[config.mk]
export PLATFORM = sky130hd
export DESIGN_NAME = ustar_archive_stream_reader
export DESIGN_NICKNAME = d
export VERILOG_FILES = /design/src/rtl/core/uasr_pkg.sv /design/src/rtl/core/uasr_front.sv /design/src/rtl/core/uasr_queue.sv /design/src/rtl/core/uasr_back.sv /design/src/rtl/core/ustar_archive_stream_reader.sv
export VERILOG_INCLUDE_DIRS = /design/src /design/src/rtl/core
export SDC_FILE = /design/constraint.sdc
export NUM_CORES = 2
export LEC_CHECK = 0
export BUFFER_PORTS_ARGS = -buffer_cell sky130_fd_sc_hd__buf_2
export CAP_MARGIN = 30
export CORE_MARGIN = 3
export CORE_UTILIZATION = 53
export DETAILED_ROUTE_END_ITERATION = 8
export GPL_ROUTABILITY_DRIVEN = 0
export PLACE_DENSITY = 0.74
export SYNTH_ARGS = -nofsm -noshare
export SYNTH_HDL_FRONTEND = slang
export SYNTH_HIERARCHICAL = 1
export SYNTH_SLANG_ARGS = --single-unit
[constraint.sdc]
create_clock -name clk -period 8.5 [get_ports clk]
set_clock_uncertainty 0.05 [all_clocks]
set_input_delay 1.7 -clock clk [delete_from_list [all_inputs] [get_ports clk]]
set_output_delay 1.7 -clock clk [all_outputs]
set_load 0.01 [all_outputs]
[src/rtl/core/ustar_archive_stream_reader_macros.svh]
// Assertion macros shared by the ustar archive stream reader RTL.
// Needs a clock named clk and a reset named rst in the including module.
`ifndef USTAR_ARCHIVE_STREAM_READER_MACROS_SVH
`define USTAR_ARCHIVE_STREAM_READER_MACROS_SVH

// Checked on every clock edge outside reset.
`define UASR_ASSERT(label, prop, msg) \
  label: assert property (@(posedge clk) disable iff (rst) (prop)) else $error(msg);

// Checked on every clock edge, reset included.
`define UASR_ASSERT_ALWAYS(label, prop, msg) \
  label: assert property (@(posedge clk) (prop)) else $error(msg);

`endif

[src/rtl/core/uasr_pkg.sv]
// Shared types and constants of the ustar archive stream reader.
// No dependencies.
`default_nettype none
package uasr_pkg;

  localparam int BLOCK_BYTES = 512;
  localparam int NAME_BYTES  = 100;
  localparam int LEN_W       = 40;
  localparam int OCT_W       = 34;
  localparam int NAME_ROWS   = 13;
  localparam int QUEUE_DEPTH = 4;

  localparam logic [8:0] OFF_SIZE_FIRST = 9'd124;
  localparam logic [8:0] OFF_SIZE_LAST  = 9'd134;
  localparam logic [8:0] OFF_SIZE_END   = 9'd135;
  localparam logic [8:0] OFF_TYPE       = 9'd156;
  localparam logic [8:0] OFF_MAGIC      = 9'd257;
  localparam logic [8:0] OFF_MAGIC_LAST = 9'd261;
  localparam logic [8:0] OFF_VER0       = 9'd263;
  localparam logic [8:0] OFF_VER1       = 9'd264;
  localparam logic [8:0] OFF_LAST       = 9'd511;
  localparam logic [LEN_W-1:0] MIN_ARCHIVE = 40'd1024;

  localparam logic [1:0] KIND_NAME = 2'd0;
  localparam logic [1:0] KIND_DATA = 2'd1;
  localparam logic [1:0] KIND_OK   = 2'd2;
  localparam logic [1:0] KIND_ERR  = 2'd3;

  localparam logic [2:0] ERR_TOO_SMALL   = 3'd0;
  localparam logic [2:0] ERR_BAD_MAGIC   = 3'd1;
  localparam logic [2:0] ERR_BAD_VERSION = 3'd2;
  localparam logic [2:0] ERR_TRUNCATED   = 3'd3;
  localparam logic [2:0] ERR_OVERFLOW    = 3'd4;

  typedef enum logic [3:0] {
    PH_HEADER = 4'b0001,
    PH_DATA   = 4'b0010,
    PH_PAD    = 4'b0100,
    PH_DONE   = 4'b1000
  } phase_t;

  typedef enum logic [1:0] {
    CMD_NAMES = 2'd0,
    CMD_DATA  = 2'd1,
    CMD_OK    = 2'd2,
    CMD_ERR   = 2'd3
  } cmd_kind_t;

  typedef struct packed {
    cmd_kind_t        kind;
    logic [7:0]       data;
    logic [LEN_W-1:0] fsize;
    logic             then_ok;
    logic [2:0]       err;
  } cmd_t;

  typedef struct packed {
    logic       en;
    logic [6:0] addr;
    logic [7:0] data;
  } name_wr_t;

  typedef struct packed {
    logic names_done;
  } back_status_t;

  function automatic logic [7:0] magic_char(input logic [8:0] off);
    logic [7:0] c;
    case (off)
      9'd257:  c = 8'h75;
      9'd258:  c = 8'h73;
      9'd259:  c = 8'h74;
      9'd260:  c = 8'h61;
      9'd261:  c = 8'h72;
      default: c = 8'h00;
    endcase
    return c;
  endfunction

endpackage
`default_nettype wire

[src/rtl/core/uasr_front.sv]
// Front end: takes archive bytes, tracks header, data and padding, and queues commands.
// Depends on uasr_pkg.
`default_nettype none
module uasr_front (
  input  wire logic                         clk,
  input  wire logic                         rst,
  input  wire logic                         cfg_we,
  input  wire logic [uasr_pkg::LEN_W-1:0]   cfg_wdata,
  input  wire logic                         in_valid,
  output logic                              in_ready,
  input  wire logic [7:0]                   in_byte,
  input  wire logic                         q_full,
  output logic                              push,
  output uasr_pkg::cmd_t                    cmd,
  output uasr_pkg::name_wr_t                name_wr,
  input  wire uasr_pkg::back_status_t       back_status
);

  uasr_pkg::phase_t phase, phase_next;
  logic [8:0]                   bo, bo_next;
  logic [uasr_pkg::LEN_W-1:0]   pos, pos_next, rem, rem_next, dec, dec_next, length;
  logic [uasr_pkg::OCT_W-1:0]   oct, oct_next;
  logic oct_mode, oct_mode_next, dig_ok, dig_ok_next, oct_stop, oct_stop_next;
  logic magic_ok, magic_ok_next, ver_ok, ver_ok_next, reg_file, reg_file_next;
  logic names_wait;

  logic                         acc, too_small, digit, hdr_endc, data_endc;
  logic [3:0]                   d;
  logic [uasr_pkg::LEN_W-1:0]   fs;
  logic [31:0]                  np_blk;

  assign in_ready  = !q_full && !(names_wait && phase == uasr_pkg::PH_HEADER && bo < 9'd100);
  assign acc       = in_valid && in_ready;
  assign too_small = phase == uasr_pkg::PH_HEADER && bo == 9'd0 && pos == '0 &&
                     length < uasr_pkg::MIN_ARCHIVE;
  assign digit     = in_byte >= 8'h30 && in_byte <= 8'h39;
  assign d         = digit ? 4'(in_byte - 8'h30) : in_byte[3:0];
  assign fs        = oct_mode ? uasr_pkg::LEN_W'(oct) : dec;
  assign hdr_endc  = ({1'b0, pos_next} + 41'd512) > {1'b0, length};
  assign np_blk    = {1'b0, pos_next[39:9]} + {31'd0, (pos_next[8:0] != 9'd0)};
  assign data_endc = {np_blk + 32'd1, 9'd0} > {1'b0, length};

  assign name_wr.en   = acc && phase == uasr_pkg::PH_HEADER && !too_small && bo < 9'd100;
  assign name_wr.addr = bo[6:0];
  assign name_wr.data = in_byte;

  always_comb begin
    phase_next    = phase;
    bo_next       = bo;
    pos_next      = pos;
    rem_next      = rem;
    dec_next      = dec;
    oct_next      = oct;
    oct_mode_next = oct_mode;
    dig_ok_next   = dig_ok;
    oct_stop_next = oct_stop;
    magic_ok_next = magic_ok;
    ver_ok_next   = ver_ok;
    reg_file_next = reg_file;
    push          = 1'b0;
    cmd           = '0;
    if (acc && phase != uasr_pkg::PH_DONE) begin
      if (too_small) begin
        push       = 1'b1;
        cmd.kind   = uasr_pkg::CMD_ERR;
        cmd.err    = uasr_pkg::ERR_TOO_SMALL;
        phase_next = uasr_pkg::PH_DONE;
      end else begin
        bo_next  = bo + 9'd1;
        pos_next = pos + 40'd1;
        case (phase)
          uasr_pkg::PH_HEADER: begin
            if (bo == 9'd0) begin
              dec_next      = '0;
              oct_next      = '0;
              oct_mode_next = 1'b0;
              dig_ok_next   = 1'b1;
              oct_stop_next = 1'b0;
              magic_ok_next = 1'b1;
              ver_ok_next   = 1'b1;
              reg_file_next = 1'b0;
            end
            if (bo inside {[uasr_pkg::OFF_SIZE_FIRST:uasr_pkg::OFF_SIZE_LAST]}) begin
              if (!digit) begin
                dig_ok_next = 1'b0;
              end else begin
                dec_next = (dec << 3) + (dec << 1) + {36'd0, d};
                if (!oct_stop) begin
                  if (d <= 4'd7) oct_next = {oct[30:0], d[2:0]};
                  else oct_stop_next = 1'b1;
                end
              end
            end else if (bo == uasr_pkg::OFF_SIZE_END) begin
              if (in_byte == 8'h00) oct_mode_next = 1'b1;
              else if (digit) dec_next = (dec << 3) + (dec << 1) + {36'd0, d};
              else dig_ok_next = 1'b0;
            end else if (bo == uasr_pkg::OFF_TYPE) begin
              reg_file_next = in_byte == 8'h30;
            end else if (bo inside {[uasr_pkg::OFF_MAGIC:uasr_pkg::OFF_MAGIC_LAST]}) begin
              if (in_byte != uasr_pkg::magic_char(bo)) magic_ok_next = 1'b0;
            end else if (bo == uasr_pkg::OFF_VER0 || bo == uasr_pkg::OFF_VER1) begin
              if (in_byte != 8'h30) ver_ok_next = 1'b0;
            end
            if (bo == uasr_pkg::OFF_LAST) begin
              phase_next = uasr_pkg::PH_DONE;
              if (!dig_ok) begin
                push     = 1'b1;
                cmd.kind = uasr_pkg::CMD_OK;
              end else if (oct_mode && oct[33:31] != 3'd0) begin
                push     = 1'b1;
                cmd.kind = uasr_pkg::CMD_ERR;
                cmd.err  = uasr_pkg::ERR_OVERFLOW;
              end else if (!magic_ok) begin
                push     = 1'b1;
                cmd.kind = uasr_pkg::CMD_ERR;
                cmd.err  = uasr_pkg::ERR_BAD_MAGIC;
              end else if (!ver_ok) begin
                push     = 1'b1;
                cmd.kind = uasr_pkg::CMD_ERR;
                cmd.err  = uasr_pkg::ERR_BAD_VERSION;
              end else if (({1'b0, fs} + {1'b0, pos_next}) > {1'b0, length}) begin
                push     = 1'b1;
                cmd.kind = uasr_pkg::CMD_ERR;
                cmd.err  = uasr_pkg::ERR_TRUNCATED;
              end else if (fs == '0) begin
                phase_next = hdr_endc ? uasr_pkg::PH_DONE : uasr_pkg::PH_HEADER;
                if (reg_file) begin
                  push        = 1'b1;
                  cmd.kind    = uasr_pkg::CMD_NAMES;
                  cmd.fsize   = fs;
                  cmd.then_ok = hdr_endc;
                end else if (hdr_endc) begin
                  push     = 1'b1;
                  cmd.kind = uasr_pkg::CMD_OK;
                end
              end else begin
                rem_next   = fs;
                phase_next = uasr_pkg::PH_DATA;
                if (reg_file) begin
                  push      = 1'b1;
                  cmd.kind  = uasr_pkg::CMD_NAMES;
                  cmd.fsize = fs;
                end
              end
            end
          end
          uasr_pkg::PH_DATA: begin
            rem_next = rem - 40'd1;
            if (rem_next == '0) begin
              if (data_endc) phase_next = uasr_pkg::PH_DONE;
              else if (bo_next == 9'd0) phase_next = uasr_pkg::PH_HEADER;
              else phase_next = uasr_pkg::PH_PAD;
            end
            if (reg_file) begin
              push        = 1'b1;
              cmd.kind    = uasr_pkg::CMD_DATA;
              cmd.data    = in_byte;
              cmd.then_ok = rem_next == '0 && data_endc;
            end else if (rem_next == '0 && data_endc) begin
              push     = 1'b1;
              cmd.kind = uasr_pkg::CMD_OK;
            end
          end
          uasr_pkg::PH_PAD: begin
            if (bo_next == 9'd0) phase_next = uasr_pkg::PH_HEADER;
          end
          default: begin
          end
        endcase
      end
    end
  end

  always_ff @(posedge clk) begin
    if (rst) begin
      phase      <= uasr_pkg::PH_HEADER;
      bo         <= '0;
      pos        <= '0;
      rem        <= '0;
      dec        <= '0;
      oct        <= '0;
      oct_mode   <= 1'b0;
      dig_ok     <= 1'b1;
      oct_stop   <= 1'b0;
      magic_ok   <= 1'b1;
      ver_ok     <= 1'b1;
      reg_file   <= 1'b0;
      names_wait <= 1'b0;
      length     <= '0;
    end else begin
      phase      <= phase_next;
      bo         <= bo_next;
      pos        <= pos_next;
      rem        <= rem_next;
      dec        <= dec_next;
      oct        <= oct_next;
      oct_mode   <= oct_mode_next;
      dig_ok     <= dig_ok_next;
      oct_stop   <= oct_stop_next;
      magic_ok   <= magic_ok_next;
      ver_ok     <= ver_ok_next;
      reg_file   <= reg_file_next;
      names_wait <= (names_wait && !back_status.names_done) ||
                    (push && cmd.kind == uasr_pkg::CMD_NAMES);
      if (cfg_we) length <= cfg_wdata;
    end
  end

endmodule
`default_nettype wire

[src/rtl/core/uasr_queue.sv]
// Four-entry command queue between the front end and the result sequencer.
// Depends on uasr_pkg.
`default_nettype none
module uasr_queue (
  input  wire logic           clk,
  input  wire logic           rst,
  input  wire logic           push,
  input  wire uasr_pkg::cmd_t push_cmd,
  input  wire logic           pop,
  output logic                not_empty,
  output logic                full,
  output uasr_pkg::cmd_t      head_cmd
);

  uasr_pkg::cmd_t entries [uasr_pkg::QUEUE_DEPTH];
  logic [1:0] rd_ptr, wr_ptr;
  logic [2:0] count;

  assign not_empty = count != 3'd0;
  assign full      = count == 3'(uasr_pkg::QUEUE_DEPTH);
  assign head_cmd  = entries[rd_ptr];

  always_ff @(posedge clk) begin
    if (push) entries[wr_ptr] <= push_cmd;
    if (rst) begin
      rd_ptr <= '0;
      wr_ptr <= '0;
      count  <= '0;
    end else begin
      if (push) wr_ptr <= wr_ptr + 2'd1;
      if (pop) rd_ptr <= rd_ptr + 2'd1;
      count <= count + {2'd0, push} - {2'd0, pop};
    end
  end

endmodule
`default_nettype wire

[src/rtl/core/uasr_back.sv]
// Result sequencer: holds the name store and expands queued commands into result transfers.
// Depends on uasr_pkg and the assertion macros header.
`default_nettype none
`include "ustar_archive_stream_reader_macros.svh"
module uasr_back (
  input  wire logic                        clk,
  input  wire logic                        rst,
  input  wire uasr_pkg::name_wr_t          name_wr,
  input  wire logic                        q_not_empty,
  input  wire uasr_pkg::cmd_t              q_cmd,
  output logic                             pop,
  output uasr_pkg::back_status_t           status,
  output logic                             out_valid,
  input  wire logic                        out_ready,
  output logic [1:0]                       out_kind,
  output logic [63:0]                      out_payload,
  output logic [3:0]                       out_vbytes,
  output logic [uasr_pkg::LEN_W-1:0]       out_fsize,
  output logic [2:0]                       out_err,
  output logic                             out_last
);

  logic [63:0] store [uasr_pkg::NAME_ROWS];
  logic        nm_active, nm_ok, ok_pending, adv, last_chunk;
  logic [3:0]  nm_idx;
  logic [uasr_pkg::LEN_W-1:0] nm_fs;
  logic [63:0] row;

  assign adv        = !out_valid || out_ready;
  assign last_chunk = nm_idx == 4'(uasr_pkg::NAME_ROWS - 1);
  assign pop        = adv && !nm_active && !ok_pending && q_not_empty;
  assign status.names_done = adv && nm_active && last_chunk;
  assign row        = store[nm_idx];

  always_ff @(posedge clk) begin
    if (name_wr.en) store[name_wr.addr[6:3]][name_wr.addr[2:0]*8 +: 8] <= name_wr.data;
  end

  always_ff @(posedge clk) begin
    if (rst) begin
      out_valid  <= 1'b0;
      nm_active  <= 1'b0;
      ok_pending <= 1'b0;
    end else if (adv) begin
      out_valid   <= 1'b1;
      out_payload <= '0;
      out_vbytes  <= '0;
      out_fsize   <= '0;
      out_err     <= '0;
      out_last    <= 1'b1;
      if (nm_active) begin
        out_kind    <= uasr_pkg::KIND_NAME;
        out_payload <= last_chunk ? {32'd0, row[31:0]} : row;
        out_vbytes  <= last_chunk ? 4'd4 : 4'd8;
        out_fsize   <= nm_fs;
        out_last    <= last_chunk && !nm_ok;
        nm_idx      <= nm_idx + 4'd1;
        if (last_chunk) begin
          nm_active  <= 1'b0;
          ok_pending <= nm_ok;
        end
      end else if (ok_pending) begin
        out_kind   <= uasr_pkg::KIND_OK;
        ok_pending <= 1'b0;
      end else if (q_not_empty) begin
        case (q_cmd.kind)
          uasr_pkg::CMD_NAMES: begin
            out_kind    <= uasr_pkg::KIND_NAME;
            out_payload <= store[0];
            out_vbytes  <= 4'd8;
            out_fsize   <= q_cmd.fsize;
            out_last    <= 1'b0;
            nm_active   <= 1'b1;
            nm_idx      <= 4'd1;
            nm_fs       <= q_cmd.fsize;
            nm_ok       <= q_cmd.then_ok;
          end
          uasr_pkg::CMD_DATA: begin
            out_kind    <= uasr_pkg::KIND_DATA;
            out_payload <= {56'd0, q_cmd.data};
            out_vbytes  <= 4'd1;
            out_last    <= !q_cmd.then_ok;
            ok_pending  <= q_cmd.then_ok;
          end
          uasr_pkg::CMD_OK: begin
            out_kind <= uasr_pkg::KIND_OK;
          end
          default: begin
            out_kind <= uasr_pkg::KIND_ERR;
            out_err  <= q_cmd.err;
          end
        endcase
      end else begin
        out_valid <= 1'b0;
      end
    end
  end

  `UASR_ASSERT(a_no_overlap, !(nm_active && ok_pending), "name run and pending finish overlap")
  `UASR_ASSERT(a_idx_range, nm_active |-> nm_idx <= 4'(uasr_pkg::NAME_ROWS - 1), "chunk index out of range")
  `UASR_ASSERT(a_last_chunk, (status.names_done && !nm_ok) |=> (out_last && out_kind == uasr_pkg::KIND_NAME), "last name chunk not marked")
  `UASR_ASSERT_ALWAYS(a_pop_nonempty, pop |-> q_not_empty, "pop from empty queue")

endmodule
`default_nettype wire

[src/rtl/core/ustar_archive_stream_reader.sv]
// ustar archive stream reader, top level: archive bytes in, name chunks, file data and status out.
// Input: s_tdata[7:0] is one archive byte per transfer. Output: m_tuser is the result kind
// (name chunk, data byte, finished, error); m_tlast marks the last result caused by one byte.
// cfg_we/cfg_wdata load the archive length before streaming starts.
// A byte is taken every cycle while s_tready is high. A data byte goes through the command queue
// and the output register; the last header byte of a regular file expands into 13 name chunks,
// sent one per cycle while m_tready is high. Until they are sent, the first 100 bytes of the next
// header are held off, since they overwrite the name store. Other bytes give at most one result
// each, plus a finish after the last data byte. A four-entry queue between parsing and the output
// register keeps the input flowing while the receiver stalls until it fills; then s_tready drops.
// After finish or error, bytes are taken and dropped until reset.
// Reset (rst, synchronous) clears the parser, queue and output; the length register reads 0.
// Depends on uasr_pkg, uasr_front, uasr_queue and uasr_back.
`default_nettype none
module ustar_archive_stream_reader (
  input  wire logic          clk,
  input  wire logic          rst,
  input  wire logic          cfg_we,
  input  wire logic [39:0]   cfg_wdata,
  input  wire logic          s_tvalid,
  output logic               s_tready,
  input  wire logic [7:0]    s_tdata,   // data_byte
  output logic               m_tvalid,
  input  wire logic          m_tready,
  output logic [111:0]       m_tdata,   // payload, valid_bytes, file_size, error_code, zero pad
  output logic [1:0]         m_tuser,   // kind
  output logic               m_tlast
);

  uasr_pkg::cmd_t         cmd, head_cmd;
  uasr_pkg::name_wr_t     name_wr;
  uasr_pkg::back_status_t back_status;
  logic push, pop, q_not_empty, q_full;
  logic [63:0] payload;
  logic [3:0]  vbytes;
  logic [39:0] fsize;
  logic [2:0]  err;

  uasr_front u_front (
    .clk(clk), .rst(rst), .cfg_we(cfg_we), .cfg_wdata(cfg_wdata),
    .in_valid(s_tvalid), .in_ready(s_tready), .in_byte(s_tdata),
    .q_full(q_full), .push(push), .cmd(cmd), .name_wr(name_wr),
    .back_status(back_status)
  );

  uasr_queue u_queue (
    .clk(clk), .rst(rst), .push(push), .push_cmd(cmd), .pop(pop),
    .not_empty(q_not_empty), .full(q_full), .head_cmd(head_cmd)
  );

  uasr_back u_back (
    .clk(clk), .rst(rst), .name_wr(name_wr), .q_not_empty(q_not_empty),
    .q_cmd(head_cmd), .pop(pop), .status(back_status),
    .out_valid(m_tvalid), .out_ready(m_tready), .out_kind(m_tuser),
    .out_payload(payload), .out_vbytes(vbytes), .out_fsize(fsize),
    .out_err(err), .out_last(m_tlast)
  );

  assign m_tdata = {1'b0, err, fsize, vbytes, payload};

endmodule
`default_nettype wire

==> flow_summary.yaml <==
outcome:
  status: "finished clean"
timing:
  finalMaxSlewViolations: 0
  fmax_mhz: 125
  period_share: 0.943
  tns_ns: 0
  maxSlewHeadroom: 0.270
  worst_pin_slew_ns: 1.09
  finalCriticalPeriod_ns: 8.02
  hold_viol: 0
  setup_viol: 0
  rsz0062_at_grt: "no"
setup_path:
  end_kind: "flop"
  slowest_delay_ns: 0.57
  path_class: "reg2reg"
  critPathMaxFanout: 7
  cp-start-kind: "flop"
  critPathRequiredTime_ns: 9.16
  cp.arrival_ns: 8.67
  cpMostUsedCell: "ha_1"
  crit_slowest_cell: "nor4_2"
yosys:
  synthTopCellsByCount: "1206 x edfxtp_1, 487 x nor2_1, 440 x nand2_1, 254 x ha_1, 230 x dfxtp_1"
  synth_area_per_cell_sq_um: 12.9
  synth-seq-cells: 1436
  ys_warn_count: 6
  ys_async_sr_fraction: 0
  synthDistinctLibCells: 99
  synthCells: 5278
  synth_nets: 5589
  yosys.area.top_type: "edfxtp_1"
  synth_area_leaders: "edfxtp_1 53%, dfxtp_1 6.7%, mux4_2 5.7%"
  yosysTopAreaCellShare: 0.530
  synth_edf_count: 1206
  synth_flop_cell: "edfxtp_1"
  syn_area_sq_um: 68300
  synth-seq-area-share: 0.597
  synth.most_common_cell: "edfxtp_1"
place:
  dp_hpwl_mm: 120
  place_inst: 6934
  numPortBuffers: 167
detailed_routing:
  num_vias: 45400
  firstDrtPassIters: 6
  vias_per_cell: 6.30
  post_drt_wl_per_cell_microns: 24.7
  drcViolationCount: 0
  wirelength_mm: 178
  drtIter0Drc: 5426
  ant_nets: 0
layout:
  area_delta_synth_final_pct: 10.9
  finalNetCount: 5740
  drive_gt1_frac: 0.135
  instances_no_fill: 7212
  fillers: 9854
  largest_reg_flops: 832
grt:
  grt-ovfl-total: 0
  grt_max_degree: 114
  grt_pass1_wl_mm: 269
  grt_pass1_vias: 44300
  antenna_found_initial: 7
  grtUsageTotal: 0.266
clocking:
  clockRootBuffer: "clkbuf_16"
  cts_sinks: 1436
  cts_hold_buf: 0
  max-clock-path-buffers: 3
  numCtsBuffers: 149
  clk_latency_ns: 0.79
  cts_tree: "built"
  clk_pin_slew_worst_paths_ns: 0.06
  htree_levels: 4
pwr:
  ir_drop_uv: 235
  powerDensity_nw_per_um2: 217
  power_leakage_uw: 0.0280
floorplanning:
  die_h_microns: 365
  dieArea_sq_um: 133000
  core_area_sq_um: 128000
  dieWidth_microns: 365
  rows: 131
  initial_core_util: 0.535
  pin_count: 170
run:
  maxCapViolations: 0
min_path:
  hold_class: "reg2reg"
-- logic make-up after synthesis --
logic type,count (synthesis),share of synthesized area
and+or+nand+nor,1598,0.113
adders and majority gates,258,0.0477
xor gates and xnor gates,214,0.0276
other,2,0.000110
DFF,1436,0.597
buffers and inverters,462,0.0308
AOI/OAI and AO/OA,898,0.0870
muxes,410,0.0961
-- where the power goes --
part	total [uW]	internal, uW	switching [uW]
sequential	8030	7880	154
combinational	2090	806	1290
clock	6340	3600	2740
total	16500	12300	4180
-- layout make-up --
type,count,area (sq um),share of cell area
sequential,1436,40800,0.539
timing repair buffer,295,2010,0.0265
tap,1662,2080,0.0274
clock buffer,191,4010,0.0529
antenna,3,7.51,0.0000990
inverter,167,627,0.00827
clock inverter,78,732,0.00965
multi-input combinational,3380,25500,0.336
-- critical path: cells and delay by family (launching register included) --
family          cells  cell delay (ns)
simple gates       15             3.47
compound gates      8             1.90
fa+ha+maj           5             1.28
xor+xnor            3             0.68
flops               1             0.31
buf+inv             2             0.26
-- metal layers --
metal | vias to the layer above | track usage | share of wire | wire (microns)
li1 | 20400 | - | - | -
met5 | - | 0 | 0.00019 | 34
met2 | 2218 | 0.435 | 0.48 | 85500
met1 | 22300 | 0.344 | 0.39 | 69000
met4 | 6 | 0.120 | 0.047 | 8380
met3 | 483 | 0.0538 | 0.087 | 15500
-- stage by stage --
step	instance area, sq um	hold slack, ns	utilization	worst slack (ns)	power (uW)
after global placement	70800	0.404	0.554	0.189	10200
final	75800	0.399	0.593	0.481	16500
after detailed placement	70900	0.411	0.555	0.118	10300
after global routing	75800	0.430	0.593	0.0108	17000
after floorplan	68400	0.395	-	0.173	10800
after CTS	75700	0.390	0.592	0.341	16600
-- cell usage in the layout (no fill, tap or decap), types with 26 or more instances in the layout --
master and n:
o22ai_1 64, clkinv_1 30, nor3_1 64, clkbuf_1 32
a211oi_1 44, nand2b_1 26, ha_1 253, nor2b_1 44
o21ai_0 182, inv_1 167, a21oi_1 212, edfxtp_1 1206
a22oi_1 41, nor2_1 485, and2_1 89, buf_4 111
nand4_1 76, nand2_1 440, nand3_1 126, nor4_1 77
mux2i_1 215, clkbuf_16 151, dfxtp_1 222, buf_2 168
a21o_1 71, xor2_1 75, mux4_2 173, xnor2_1 138
-- timing repair --
action                                  4_1_cts  5_1_grt
endpoints found under the setup margin        0      411
gates resized for setup                       0        6
buffers inserted                              0        2
-- worst paths after layout --
| check | start | to | slack [ns] | depth (start not counted) |
|---|---|---|---|---|
| max | u_front/bo[2]$_SDFFE_PP0P_ | u_queue/count[2]$_SDFF_PP0_ | 0.48 | 33 |
| max reg2reg | u_front/bo[2]$_SDFFE_PP0P_ | u_queue/count[2]$_SDFF_PP0_ | 0.48 | 33 |
| min | u_front/oct[25]$_SDFFE_PP0P_ | u_front/oct[28]$_SDFFE_PP0P_ | 0.40 | 2 |
| min reg2reg | u_front/oct[25]$_SDFFE_PP0P_ | u_front/oct[28]$_SDFFE_PP0P_ | 0.40 | 2 |
Power figures use the tool's default switching activity.
